## src/rtl/first_fit_coalescing_allocator_core_macros.svh

```systemverilog
// Assertion macros for the first-fit allocator core.
`ifndef FIRST_FIT_COALESCING_ALLOCATOR_CORE_MACROS_SVH
`define FIRST_FIT_COALESCING_ALLOCATOR_CORE_MACROS_SVH

// Same-cycle implication, checked out of reset.
`define FFCA_ASSERT_NOW(lbl, ante, cons) \
    lbl: assert property (@(posedge i_clk) disable iff (!i_rst_n) (ante) |-> (cons)) \
        else $error("allocator check failed");

// Next-cycle implication, checked out of reset.
`define FFCA_ASSERT_NEXT(lbl, ante, cons) \
    lbl: assert property (@(posedge i_clk) disable iff (!i_rst_n) (ante) |=> (cons)) \
        else $error("allocator check failed");

`endif

```

## src/rtl/ffca_pkg.sv

```systemverilog
// Shared constants, codes and control types of the allocator core.
`timescale 1ns / 1ps
package ffca_pkg;

    localparam int FREE_ENTRIES_DEF    = 64;
    localparam int LIVE_ENTRIES_DEF    = 64;
    localparam int HEADER_BYTES_DEF    = 8;
    localparam int MIN_BLOCK_BYTES_DEF = 8;
    // Push order stamp; larger means nearer the list head.
    localparam int STAMP_W             = 40;

    typedef enum logic [1:0] {
        OP_ALLOC = 2'd0,
        OP_FREE  = 2'd1,
        OP_ADD   = 2'd2,
        OP_NONE  = 2'd3
    } t_op;

    typedef enum logic [2:0] {
        ST_OK     = 3'd0,
        ST_SIZE   = 3'd1,
        ST_NOFIT  = 3'd2,
        ST_BADPTR = 3'd3,
        ST_FULL   = 3'd4
    } t_status;

    typedef struct packed {
        logic load;
        logic check;
        logic sweep_start;
        logic sweep_run;
        logic apply;
        logic merge_apply;
    } t_cmd;

    typedef struct packed {
        t_op  op;
        logic pre_err;
        logic sweep_done;
        logic go_merge;
    } t_stat;

endpackage

```

## src/rtl/ffca_ctrl.sv

```systemverilog
// Sequencer of the allocator core: check, table sweeps, updates, result hand-off.
`timescale 1ns / 1ps
module ffca_ctrl (
    input  logic            i_clk,
    input  logic            i_rst_n,
    input  logic            i_in_valid,
    output logic            o_in_stall,
    output logic            o_out_valid,
    input  logic            i_out_stall,
    input  ffca_pkg::t_stat i_stat,
    output ffca_pkg::t_cmd  o_cmd
);
    typedef enum logic [6:0] {
        S_IDLE   = 7'b0000001,
        S_CHECK  = 7'b0000010,
        S_SWEEP  = 7'b0000100,
        S_APPLY  = 7'b0001000,
        S_MSWEEP = 7'b0010000,
        S_MAPPLY = 7'b0100000,
        S_OUT    = 7'b1000000
    } t_state;

    t_state r_state, n_state;
    logic   r_pass, n_pass;

    always_comb begin
        n_state = r_state;
        n_pass  = r_pass;
        o_cmd   = '0;
        case (r_state)
            S_IDLE: begin
                if (i_in_valid) begin
                    o_cmd.load = 1'b1;
                    n_state    = S_CHECK;
                end
            end
            S_CHECK: begin
                o_cmd.check = 1'b1;
                if (i_stat.op == ffca_pkg::OP_NONE || i_stat.pre_err) begin
                    n_state = S_OUT;
                end else begin
                    o_cmd.sweep_start = 1'b1;
                    n_state           = S_SWEEP;
                end
            end
            S_SWEEP: begin
                o_cmd.sweep_run = 1'b1;
                if (i_stat.sweep_done) begin
                    n_state = S_APPLY;
                end
            end
            S_APPLY: begin
                o_cmd.apply = 1'b1;
                if (i_stat.go_merge) begin
                    o_cmd.sweep_start = 1'b1;
                    n_pass            = 1'b0;
                    n_state           = S_MSWEEP;
                end else begin
                    n_state = S_OUT;
                end
            end
            S_MSWEEP: begin
                o_cmd.sweep_run = 1'b1;
                if (i_stat.sweep_done) begin
                    n_state = S_MAPPLY;
                end
            end
            S_MAPPLY: begin
                o_cmd.merge_apply = 1'b1;
                if (!r_pass) begin
                    // second merge pass on the grown extent
                    o_cmd.sweep_start = 1'b1;
                    n_pass            = 1'b1;
                    n_state           = S_MSWEEP;
                end else begin
                    n_state = S_OUT;
                end
            end
            S_OUT: begin
                if (!i_out_stall) begin
                    n_state = S_IDLE;
                end
            end
            default: n_state = S_IDLE;
        endcase
    end

    always_ff @(posedge i_clk) begin
        if (!i_rst_n) begin
            r_state <= S_IDLE;
            r_pass  <= 1'b0;
        end else begin
            r_state <= n_state;
            r_pass  <= n_pass;
        end
    end

    assign o_in_stall  = (r_state != S_IDLE);
    assign o_out_valid = (r_state == S_OUT);
endmodule

```

## config.mk

```make
export PLATFORM = sky130hd
export DESIGN_NAME = ffca_ctrl
export DESIGN_NICKNAME = d
export VERILOG_FILES = /design/src/rtl/first_fit_coalescing_allocator_core_macros.svh /design/src/rtl/ffca_pkg.sv /design/src/rtl/ffca_ctrl.sv
export SDC_FILE = /design/constraint.sdc
export NUM_CORES = 1
export LEC_CHECK = 0
export ABC_AREA = 0
export BUFFER_PORTS_ARGS = -buffer_cell sky130_fd_sc_hd__buf_2
export CORE_AREA = 2 2 39 41
export DETAILED_ROUTE_END_ITERATION = 16
export DIE_AREA = 0 0 41 43
export GPL_ROUTABILITY_DRIVEN = 0
export GPL_TIMING_DRIVEN = 0
export HOLD_SLACK_MARGIN = 0.15
export PLACE_DENSITY = 0.73
export SLEW_MARGIN = 20
export SYNTH_ARGS = -nofsm -noshare
export SYNTH_HDL_FRONTEND = slang
export SYNTH_SLANG_ARGS = --single-unit
```

## constraint.sdc

```tcl
create_clock -name i_clk -period 4.1 [get_ports i_clk]
set_input_delay 0.82 -clock i_clk [delete_from_list [all_inputs] [get_ports i_clk]]
set_output_delay 0.82 -clock i_clk [all_outputs]
set_load 0.05 [all_outputs]
```

# --- Word level (Yosys, flattened, before mapping) ---
# Cells that the tools add are included.
classes:
  eq_ne: 14
  n_mux: 20
  reduce_logical: 5
op_table:
  columns: ["operator", "n"]
  rows:
  - ["2-to-1 mux 7 bit", 7]
  - ["one-hot mux 7 bit (7 select lines)", 1]
  - ["2-to-1 mux 1 bit", 10]
  - ["inequality test 2 bit (second input constant)", 5]
  - ["equality test 7 x 1 -> 1 bit (second input constant)", 1]
  - ["equality test 7 x 2 -> 1 bit (second input constant)", 1]
  - ["equality test 7 x 3 -> 1 bit (second input constant)", 1]
  - ["equality test 7 x 4 -> 1 bit (second input constant)", 1]
  - ["equality test 7 x 5 -> 1 bit (second input constant)", 1]
  - ["equality test 7 x 6 -> 1 bit (second input constant)", 1]
  - ["equality test 7 bit (second input constant)", 1]
  - ["inequality test 7 x 1 -> 1 bit (second input constant)", 1]
  - ["AND reduction 4 bit", 1]
  - ["one-hot mux 1 bit (3 select lines)", 1]
  - ["equality test 2 bit (second input constant)", 1]
  - ["one-hot mux 1 bit (2 select lines)", 1]
  - ["AND reduction 2 bit", 1]
  - ["nonzero test 2 bit", 1]
  - ["OR reduction 2 bit", 1]
  - ["logical OR 1 bit", 1]
word_totals:
  regBits: 8
  input_bits: 9

# --- Longest topological paths before layout ---
# Gate-level depths: netlist (run 1).
logic_depth:
  depth_word: 4
  depth_mapped: 6

# --- Worst setup path before layout (run 1) ---
# Ideal clock, no wire load.
synth_path:
  path_type: "register to output"
  startpoint: "register r_state[5]"
  endpoint: "output port o_cmd[3] (netlist name)"
  t_arrival_ns: 1.680
  required_time_ns: 3.280
  slack_ns: 1.600
  path_stages_with_launch: 7
  n_path_buf: 1
  cell_sequence: "dfxtp_1 -> buf_4 -> nor4b_2 -> nand2_1 -> inv_1 -> nand2_1 -> nand2b_1"
synth_lines:
  columns: ["element", "line", "text"]
  rows:
  - ["start, declared", "ffca_ctrl.sv:23", "t_state r_state, n_state;"]
  - ["start signal, assigned", "ffca_ctrl.sv:93", "r_state <= n_state;"]
  - ["end, declared", "ffca_ctrl.sv:11", "output ffca_pkg::t_cmd o_cmd"]

==> results of run 1 <==
-- worst max-delay path, delay by kind of cell (launching register included) --
family,cells,cell delay [ns]
buf+inv,2,0.41
flops,1,0.30
simple gates,3,0.88
-- cell type report --
cell class                      instances  share of cell area [%]
Buffer                                  3                    3.11
Clock buffer                            3                    3.50
Inverter                                2                    1.17
Multi-Input combinational cell         48                    51.8
Sequential cell                         8                    24.9
Tap cell                               16                    3.11
Timing Repair Buffer                   16                    12.4
-- worst min path at each step --
stage                             from                       to  slack (ns)
2_1_floorplan  r_state[4]$_SDFFE_PN0P_  r_state[5]$_SDFFE_PN0P_        0.53
3_3_place_gp   r_state[4]$_SDFFE_PN0P_  r_state[5]$_SDFFE_PN0P_        0.57
3_5_place_dp   r_state[4]$_SDFFE_PN0P_  r_state[5]$_SDFFE_PN0P_        0.58
4_1_cts        r_state[4]$_SDFFE_PN0P_  r_state[5]$_SDFFE_PN0P_        0.59
5_1_grt        r_state[4]$_SDFFE_PN0P_  r_state[5]$_SDFFE_PN0P_        0.64
6_report       r_state[4]$_SDFFE_PN0P_  r_state[5]$_SDFFE_PN0P_        0.60
-- report_power, final --
| part | switching, mW | leakage (nW) | total [mW] | internal (mW) |
|---|---|---|---|---|
| logic | 0.0266 | 0.224 | 0.0403 | 0.0137 |
| registers | 0.00539 | 0.0649 | 0.0855 | 0.0801 |
| clock network | 0.0286 | 0.0138 | 0.0622 | 0.0336 |
| total | 0.0606 | 0.303 | 0.188 | 0.127 |
-- layer usage --
metal	track usage, %	vias up	part of all wire [%]
li1	-	260	-
met1	17.4	229	43
met2	25.6	13	52
met3	8.38	0	4.7
met4	4.00	0	0
met5	0	-	0
-- cell usage after synthesis, drive strengths merged (2+ instances only) --
cell / instances
dfxtp: 8
nor2: 7
nand2: 5
nor3: 4
buf: 3
nand2b: 3
o21a: 3
a21boi: 2
a21oi: 2
and2: 2
and3: 2
and4b: 2
inv: 2
nand3: 2
nor4: 2
nor4b: 2
-- metrics by stage --
stage	setup slack (ns)	std cells
final	1.44	96
after global routing	1.33	96
after CTS	1.45	96
after detailed placement	1.46	93
after global placement	1.46	93
after floorplan	1.60	61
-- registers in the layout, indices dropped and copies added (netlist names) --
name     flops
r_pass       1
r_state      7
-- logic make-up after synthesis --
| logic type | synth area share [%] |
|---|---|
| DFF | 30.7 |
| buffers and inverters | 5.27 |
| and+or+nand+nor | 46.0 |
| AOI/OAI and AO/OA | 16.3 |
| xor gates and xnor gates | 1.68 |
==> impl_metrics.csv, run 1 <==
group,metric,value,unit
outcome,status,"finished, final reports clean",
yosys,ys_ff_latch,8,
yosys,postSynth.asyncResetShare,0,%
drt,drt_wl_total,1210,um
finish,design_area,644,sq um
finish,multi_input_area,334,sq um
floorplanning,rows,14,
critical_path,worstPathArrival,1.84,ns
finish,final_cell_mix,"buf_2, dfxtp_1, nor2_1",
yosys,synth_edf_count,0,
clock_network,cts.reportedPaths.clkPinSlew,0.05,ns
placement,portBuffers,16,
yosys,synth_nets,70,
clock_network,numCtsBuffers,3,
placement,hpwl,951,um
yosys,synth-seq-area-share,30.7,%
sta,timing.final.hold_violations,0,
critical_path,crit_path_start,"r_state[6]$_SDFFE_PN0P_",
grt,grtUsageTotal,15.9,%
yosys,synthCells,61,
sta,fin_setup_tns,0,ns
finish,final_common_cell,"buf_2",
critical_path,slowest_stage,"nor4_1",
finish,seqCellArea,160,sq um
yosys,yosysWarnings,0,
critical_path,setup.worst_path.end,"o_cmd[3]",
critical_path,cp.required,3.28,ns
clock_network,clk_latency,0.26,ns
critical_path,cp-start-kind,"flip-flop",
clock_network,h-tree-depth,1,
sta,post-route-period-util,65.0,%
drt,avgRoutedWirePerCell,12.6,um
clock_network,root_buffer,"clkbuf_4",
flow_run,max_cap_violations,0,
finish,diodes,0,
sta,drv_slew,0,
yosys,synth_area,522,sq um
critical_path,cp_max_fo,9,
sta,setup_viol,0,
floorplanning,ios,17,
grt,grt_pass1_wl,1860,um
floorplanning,fp.dieH,43,um
sta,hold_slack,0.596,ns
pwr,leakagePower,0.303,nW
finish,areaGrowthSynthToFinish,23.5,%
critical_path,criticalPathCategory,"reg -> out",
clock_network,post_cts_buffers,0,
sta,skew,0.00412,ns
clock_network,tritoncts,"built",
pwr,power_density,292,mW/mm^2
finish,final_nets,91,
floorplanning,fp.coreArea,0.00138,sq mm
hold_path,holdPathStages,2,
finish,fillers,140,
drt,firstDrtPassIters,4,
pwr,p_total,188,uW
grt,grt_pass1_vias,448,
critical_path,cpPeakStageDelay,0.38,ns
critical_path,end_kind,"output pin",
sta,worst_pin_slew,0.408,ns
grt,grt_max_degree,10,
yosys,synthTopCellsByArea,"dfxtp_1, nor4b_2, nor2_1",
sta,layout_min_cycle_time,2.66,ns
yosys,synth-main-ff-cell,"dfxtp_1",
yosys,synth_top_area_cell,"dfxtp_1",
floorplanning,die-area,0.00176,sq mm
critical_path,rr_worst_depth,4,
finish,drive_gt1_share,36.3,%
clock_network,cts_resized,0,
placement,post_dp_cell_area,622,sq um
floorplanning,fp.dieW,41,um
critical_path,cp_common_cell,"buf_2",
drt,via_count,502,
clock_network,clkSinkCount,8,
critical_path,rrSetupSlack,2.68,ns
critical_path,r2r_start,"r_state[6]$_SDFFE_PN0P_",
yosys,postSynthAreaPerCell,8.55,sq um
clock_network,cts_hold_buffers,0,
grt,grt_antenna_before_repair,0,
drt,drc,0,
floorplanning,start_util,37.7,%
drt,drtAntennaViolNets,0,
grt,grt_overflow,0,
drt,viasPerCell,5.23,
clock_network,cts_buffer_depth,2,
hold_path,min_path_type,"reg -> reg",
critical_path,r2r-end,"r_state[4]$_SDFFE_PN0P_",
pwr,ir_drop,0.138,mV
critical_path,crit_chain,"buf_2 > or3_1 > nor4_1 > nand2b_1 > buf_2",
yosys,yosysUniqueCellTypes,32,
sta,fmax,375,MHz
drt,drt-initial-drc-count,14,
sta,slew_headroom,72.6,%
finish,fin_util,46.6,%
yosys,netlist.area_leader.share,30.7,%
sta,rsz0062_at_grt,"no",
(Power assumes the default switching activity.)
==> inputs of run 2 (changes only) <==
- ABC_AREA: 0 -> 1
- PLACE_DENSITY: 0.73 -> 0.75
- clock period: 4.1 -> 2.75 ns (I/O delays scaled with it)
==> run 2 against run 1 <==
  * Non-clock buffer count shrank 2
  * Wire length down 7.7%
  * Sequential share of layout area is 0.57 points lower
  * Global-route usage shrank 1.1 points
  * Design area up 2.3%
  * Synthesized cell count is 41% higher
  * Clock skew is essentially flat
  * Combinational power grew to 3.4 times the previous value
==> impl_metrics.csv, run 2 <==
group,metric,value,unit
finish,areaGrowthSynthToFinish,22.8,%
drt,firstDrtPassIters,5,
yosys,synth_edf_count,0,
finish,reg.largest.list,"r_state: 7 flops, r_pass: 1 flops",
drt,drc,0,
clock_network,clkSinkCount,8,
yosys,ys_ff_latch,8,
finish,regMostFlops,"r_state",
clock_network,clk_latency,0.26,ns
pwr,leakagePower,0.399,nW
placement,hpwl,919,um
pwr,ir_drop,0.313,mV
finish,fin_util,47.6,%
sta,fin_setup_tns,0,ns
yosys,synth_common_cells,"nand2_1, inv_1, nor2_1",
sta,fmax,463,MHz
floorplanning,rows,14,
critical_path,worstPathArrival,1.61,ns
finish,final_cell_mix,"nand2_1, inv_1, buf_2",
critical_path,crit_chain,"inv_1 > nand2_2 > nor2_4 > nand2_2 > or2_4 > o211ai_1 > buf_2",
sta,worst_pin_slew,0.248,ns
pwr,power_density,541,mW/mm^2
drt,viasPerCell,4.80,
sta,layout_min_cycle_time,2.16,ns
yosys,postSynthAreaPerCell,6.24,sq um
grt,grt_antenna_before_repair,0,
yosys,synth_most_common_cell,"nand2_1",
grt,grt_pass1_vias,480,
sta,slew_headroom,83.6,%
drt,drtAntennaViolNets,0,
yosys,yosysWarnings,0,
clock_network,cts_buffer_depth,2,
yosys,synth-seq-area-share,29.8,%
outcome,status,"finished, final reports clean",
clock_network,numCtsBuffers,3,
sta,skew,0.00364,ns
finish,final_common_cell,"nand2_1",
yosys,synth-main-ff-cell,"dfxtp_1",
finish,largest_reg_flops,7,
sta,post-route-period-util,78.6,%
sta,setup_viol,0,
critical_path,cp_common_cell,"nand2_2",
hold_path,min_path_type,"reg -> reg",
yosys,synth_area,537,sq um
clock_network,post_cts_buffers,0,
critical_path,end_kind,"output pin",
floorplanning,fp.dieH,43,um
critical_path,cp.required,2.20,ns
yosys,synth_top_area_cell,"dfxtp_1",
drt,avgRoutedWirePerCell,9.26,um
sta,rsz0062_at_grt,"no",
grt,grt_overflow,0,
sta,drv_slew,0,
finish,diodes,0,
critical_path,cp-start-kind,"flip-flop",
grt,grtUsageTotal,14.8,%
clock_network,cts_resized,0,
grt,grt_max_degree,8,
critical_path,criticalPathCategory,"reg -> out",
floorplanning,fp.coreArea,0.00138,sq mm
floorplanning,die-area,0.00176,sq mm
yosys,yosysUniqueCellTypes,18,
clock_network,cts.reportedPaths.clkPinSlew,0.05,ns
critical_path,cp_max_fo,7,
floorplanning,ios,17,
yosys,postSynth.asyncResetShare,0,%
yosys,synth_nets,95,
flow_run,max_cap_violations,0,
placement,portBuffers,16,
drt,drt-initial-drc-count,13,
sta,timing.final.hold_violations,0,
critical_path,cpPeakStageDelay,0.31,ns
drt,drt_wl_total,1120,um
grt,grt_pass1_wl,1750,um
floorplanning,fp.dieW,41,um
yosys,synthCells,86,
yosys,netlist.area_leader.share,29.8,%
floorplanning,start_util,38.8,%
pwr,p_total,357,uW
clock_network,tritoncts,"built",
finish,drive_gt1_share,32.4,%
clock_network,cts_hold_buffers,0,
yosys,synthTopCellsByArea,"dfxtp_1, nand2_1, inv_1",
critical_path,rrSetupSlack,1.55,ns
clock_network,h-tree-depth,1,
finish,final_nets,116,
critical_path,slowest_stage,"dfxtp_1",
clock_network,root_buffer,"clkbuf_4",
drt,via_count,581,
## run 2: changes by cell type in the layout (fill, tap and decap cells not counted), moves of 4 or more
cell | before | now
inv_1 | 2 | 16
nand2_2 | 1 | 6
nand3_1 | 2 | 8
nand2_1 | 4 | 19
nor2_1 | 7 | 11
## run 2: stage by stage
step / worst slack [ns] / instance area (sq um) / hold WS [ns] / instances
5_1_grt: 0.505 / 659 / 0.543 / 121
3_5_place_dp: 0.760 / 637 / 0.502 / 118
4_1_cts: 0.580 / 659 / 0.509 / 121
2_1_floorplan: 0.210 / 537 / 0.465 / 86
6_report: 0.589 / 659 / 0.520 / 121
3_3_place_gp: 0.768 / 637 / 0.485 / 118
## run 2: logic make-up after synthesis
group / after synthesis / synth area share (%)
AO/OA/AOI/OAI: 5 / 6.76
flip-flops: 8 / 29.8
buffers and inverters: 20 / 14.7
AND/OR/NAND/NOR: 53 / 48.7
## run 2: report_power, final
group          leakage, nW  internal (mW)  total [mW]  switching [mW]
clock network       0.0138         0.0500      0.0908          0.0408
logic                0.320         0.0401       0.138          0.0983
registers           0.0650          0.124       0.128         0.00346
total                0.399          0.214       0.357           0.143
## run 2: worst max-delay path, delay by kind of cell, from the launching register on
family                 cells  cell delay (ns)
AOI/OAI and AO/OA          1             0.08
and+or+nand+nor            4             0.59
buffers and inverters      2             0.37
DFF                        1             0.31
## run 2: final cells by class
type | count | area, sq um
buffer | 1 | 7.51
clock buffer | 3 | 22.5
fill | 150 | 724
inverter | 19 | 71.3
multi-input combinational | 58 | 298
sequential | 8 | 160
tap | 16 | 20.0
timing repair buffer | 16 | 80.1
## run 2: final timing paths
check,startpoint,endpoint,cells after the start
max reg2reg,r_state[4]$_SDFFE_PN0P_,r_state[0]$_SDFFE_PN1P_,8
min reg2reg,r_pass$_SDFFE_PN0P_,r_pass$_SDFFE_PN0P_,2
max,r_state[4]$_SDFFE_PN0P_,o_cmd[3],7
min,r_pass$_SDFFE_PN0P_,r_pass$_SDFFE_PN0P_,2
## run 2: metal layers
metal  vias up  routed length (um)  share of wire (%)  track usage, %
li1        300                   -                  -               -
met1       251                 497                 44            19.0
met2        27                 501                 45            22.8
met3         3                 100                8.9            1.57
met4         0                  21                1.9            8.00
met5         -                   0                  0               0
==> inputs of run 3 (changes only) <==
- ABC_AREA: 1 -> 0
- PLACE_DENSITY: 0.75 -> 0.76
- clock period: 2.75 -> 1.8 ns (I/O delays scaled with it)
==> run 3 against run 2 <==
  * The flow now finishes with violations (negative setup slack)
  * Wire length is 34% higher
  * Combinational power is 7% lower
  * Largest cell class unchanged
  * Largest power group is now registers
  * Sequential cell count stayed put
  * Sequential share of layout area is 3.6 points lower
  * Clock power is 52% higher
  * Sequential power is 55% higher
  * Total power is 30% higher
  * Setup slack worse by 0.67 ns
  * Global-route usage is 2.2 points higher
==> impl_metrics.csv, run 3 (synthesis gave the netlist of run 1 again) <==
group,metric,value,unit
pwr,intPower,318,uW
floorplanning,fp.dieW,41,um
grt,grt_overflow,0,
drt,drt_wl_total,1500,um
grt,grt_max_degree,10,
clock_network,tritoncts,"built",
sta,worst_slack,-0.0812,ns
critical_path,crit_chain,"and3b_1 > a21oi_2 > nor4_4 > nand2b_4 > buf_8",
pwr,leakagePower,0.359,nW
floorplanning,ios,17,
pwr,seqPwrFrac,42.7,%
flow_run,max_cap_violations,0,
finish,regMostFlops,"r_state",
outcome,status,"finished, violations left",
sta,rsz0062_at_grt,"yes",
pwr,p_comb_share,27.5,%
sta,setup_viol,3,
pwr,p_switching,147,uW
clock_network,numCtsBuffers,3,
finish,areaGrowthSynthToFinish,63.5,%
sta,slew_headroom,74.6,%
finish,final_cell_mix,"buf_4, buf_2, nor2_1",
sta,timing.final.hold_violations,0,
sta,layout_min_cycle_time,1.88,ns
drt,drc,0,
floorplanning,start_util,37.7,%
outcome,violations,"negative setup slack",
placement,pre_cts_ws,-0.130,ns
grt,grtUsageTotal,17.0,%
floorplanning,rows,14,
clock_network,clkSinkCount,8,
sta,drv_slew,0,
finish,drive_gt1_share,61.8,%
sta,worst_pin_slew,0.378,ns
pwr,p_sw_share,31.7,%
finish,final_common_cell,"buf_4",
pwr,p_total,465,uW
grt,grt_pass1_vias,499,
finish,final_nets,100,
pwr,ir_drop,0.320,mV
critical_path,slowest_stage,"dfxtp_2",
critical_path,cp.required,1.44,ns
finish,multi_input_area,403,sq um
drt,drtAntennaViolNets,0,
drt,avgRoutedWirePerCell,14.3,um
sta,fmax,532,MHz
drt,drt-initial-drc-count,10,
grt,grt_antenna_before_repair,0,
floorplanning,fp.dieH,43,um
hold_path,min_path_type,"in -> reg",
pwr,power_density,545,mW/mm^2
critical_path,cp-start-kind,"flip-flop",
placement,hpwl,874,um
grt,grt_pass1_wl,1930,um
finish,fillers,123,
clock_network,cts.reportedPaths.clkPinSlew,0.05,ns
drt,via_count,580,
finish,diodes,0,
pwr,clkPwrFrac,29.8,%
placement,portBuffers,16,
sta,post-route-period-util,105,%
clock_network,clk_latency,0.26,ns
drt,viasPerCell,5.52,
clock_network,root_buffer,"clkbuf_4",
finish,largest_reg_flops,7,
clock_network,h-tree-depth,1,
critical_path,cp_max_fo,6,
sta,skew,0.00377,ns
drt,firstDrtPassIters,4,
critical_path,worstPathArrival,1.52,ns
floorplanning,fp.coreArea,0.00138,sq mm
critical_path,end_kind,"output pin",
critical_path,criticalPathCategory,"reg -> out",
sta,hold_slack,0.349,ns
floorplanning,die-area,0.00176,sq mm
finish,reg.largest.list,"r_state: 7 flops, r_pass: 1 flops",
finish,seqCellArea,176,sq um
clock_network,cts_buffer_depth,2,
critical_path,cpPeakStageDelay,0.38,ns
[run 3: layout make-up]
type	count	area share, %
plain buffers	1	0.880
clock buffers	3	2.64
inverters	2	1.32
multi-input cells	48	47.2
flip-flops and latches	8	20.7
well taps	16	2.35
repair buffers	27	24.9
[run 3: worst paths after layout]
check,from,to,slack (ns),cells past startpoint
max,r_state[5]$_SDFFE_PN0P_,o_cmd[3],-0.08,5
min,i_rst_n,r_state[0]$_SDFFE_PN1P_,0.35,2
max reg2reg,r_state[0]$_SDFFE_PN1P_,r_state[0]$_SDFFE_PN1P_,0.04,8
min reg2reg,r_state[4]$_SDFFE_PN0P_,r_state[5]$_SDFFE_PN0P_,0.55,2
[run 3: power by group through the flow]
stage               clock [mW]  combinational [mW]  sequential [mW]
global route             0.148               0.136            0.200
detailed placement           0              0.0917            0.198
CTS                      0.139               0.106            0.200
finish                   0.138               0.128            0.199
floorplan                    0              0.0665            0.196
global placement             0              0.0898            0.198
[run 3: through the flow]
step | cell area, sq um | std cells | util, % | TNS, ns
3_3_place_gp | 628 | 93 | 45.4 | -0.140
4_1_cts | 792 | 103 | 57.2 | -0.204
3_5_place_dp | 628 | 93 | 45.4 | -0.130
2_1_floorplan | 528 | 61 | - | 0
5_1_grt | 853 | 105 | 61.7 | -0.402
6_report | 853 | 105 | 61.7 | -0.143
[run 3: per-layer routing]
metal  GRT usage [%]  wire (um)  up-vias
li1                -          -      279
met1            17.2        573      274
met2            29.7        810       19
met3            3.14         44        8
met4            10.0         69        0
met5               0          0        -
[run 3: critical path: cells and delay by family, from the launching register on]
| kind | cells | cell delay, ns |
|---|---|---|
| flops | 1 | 0.38 |
| simple gates | 3 | 0.69 |
| buf+inv | 1 | 0.14 |
| compound gates | 1 | 0.06 |
[run 3: repair_timing]
action	in CTS	in global routing
pin swaps	5	4
endpoints found under the setup margin	7	9
hold buffers	0	0
buffers inserted	8	3
gates resized for setup	25	15
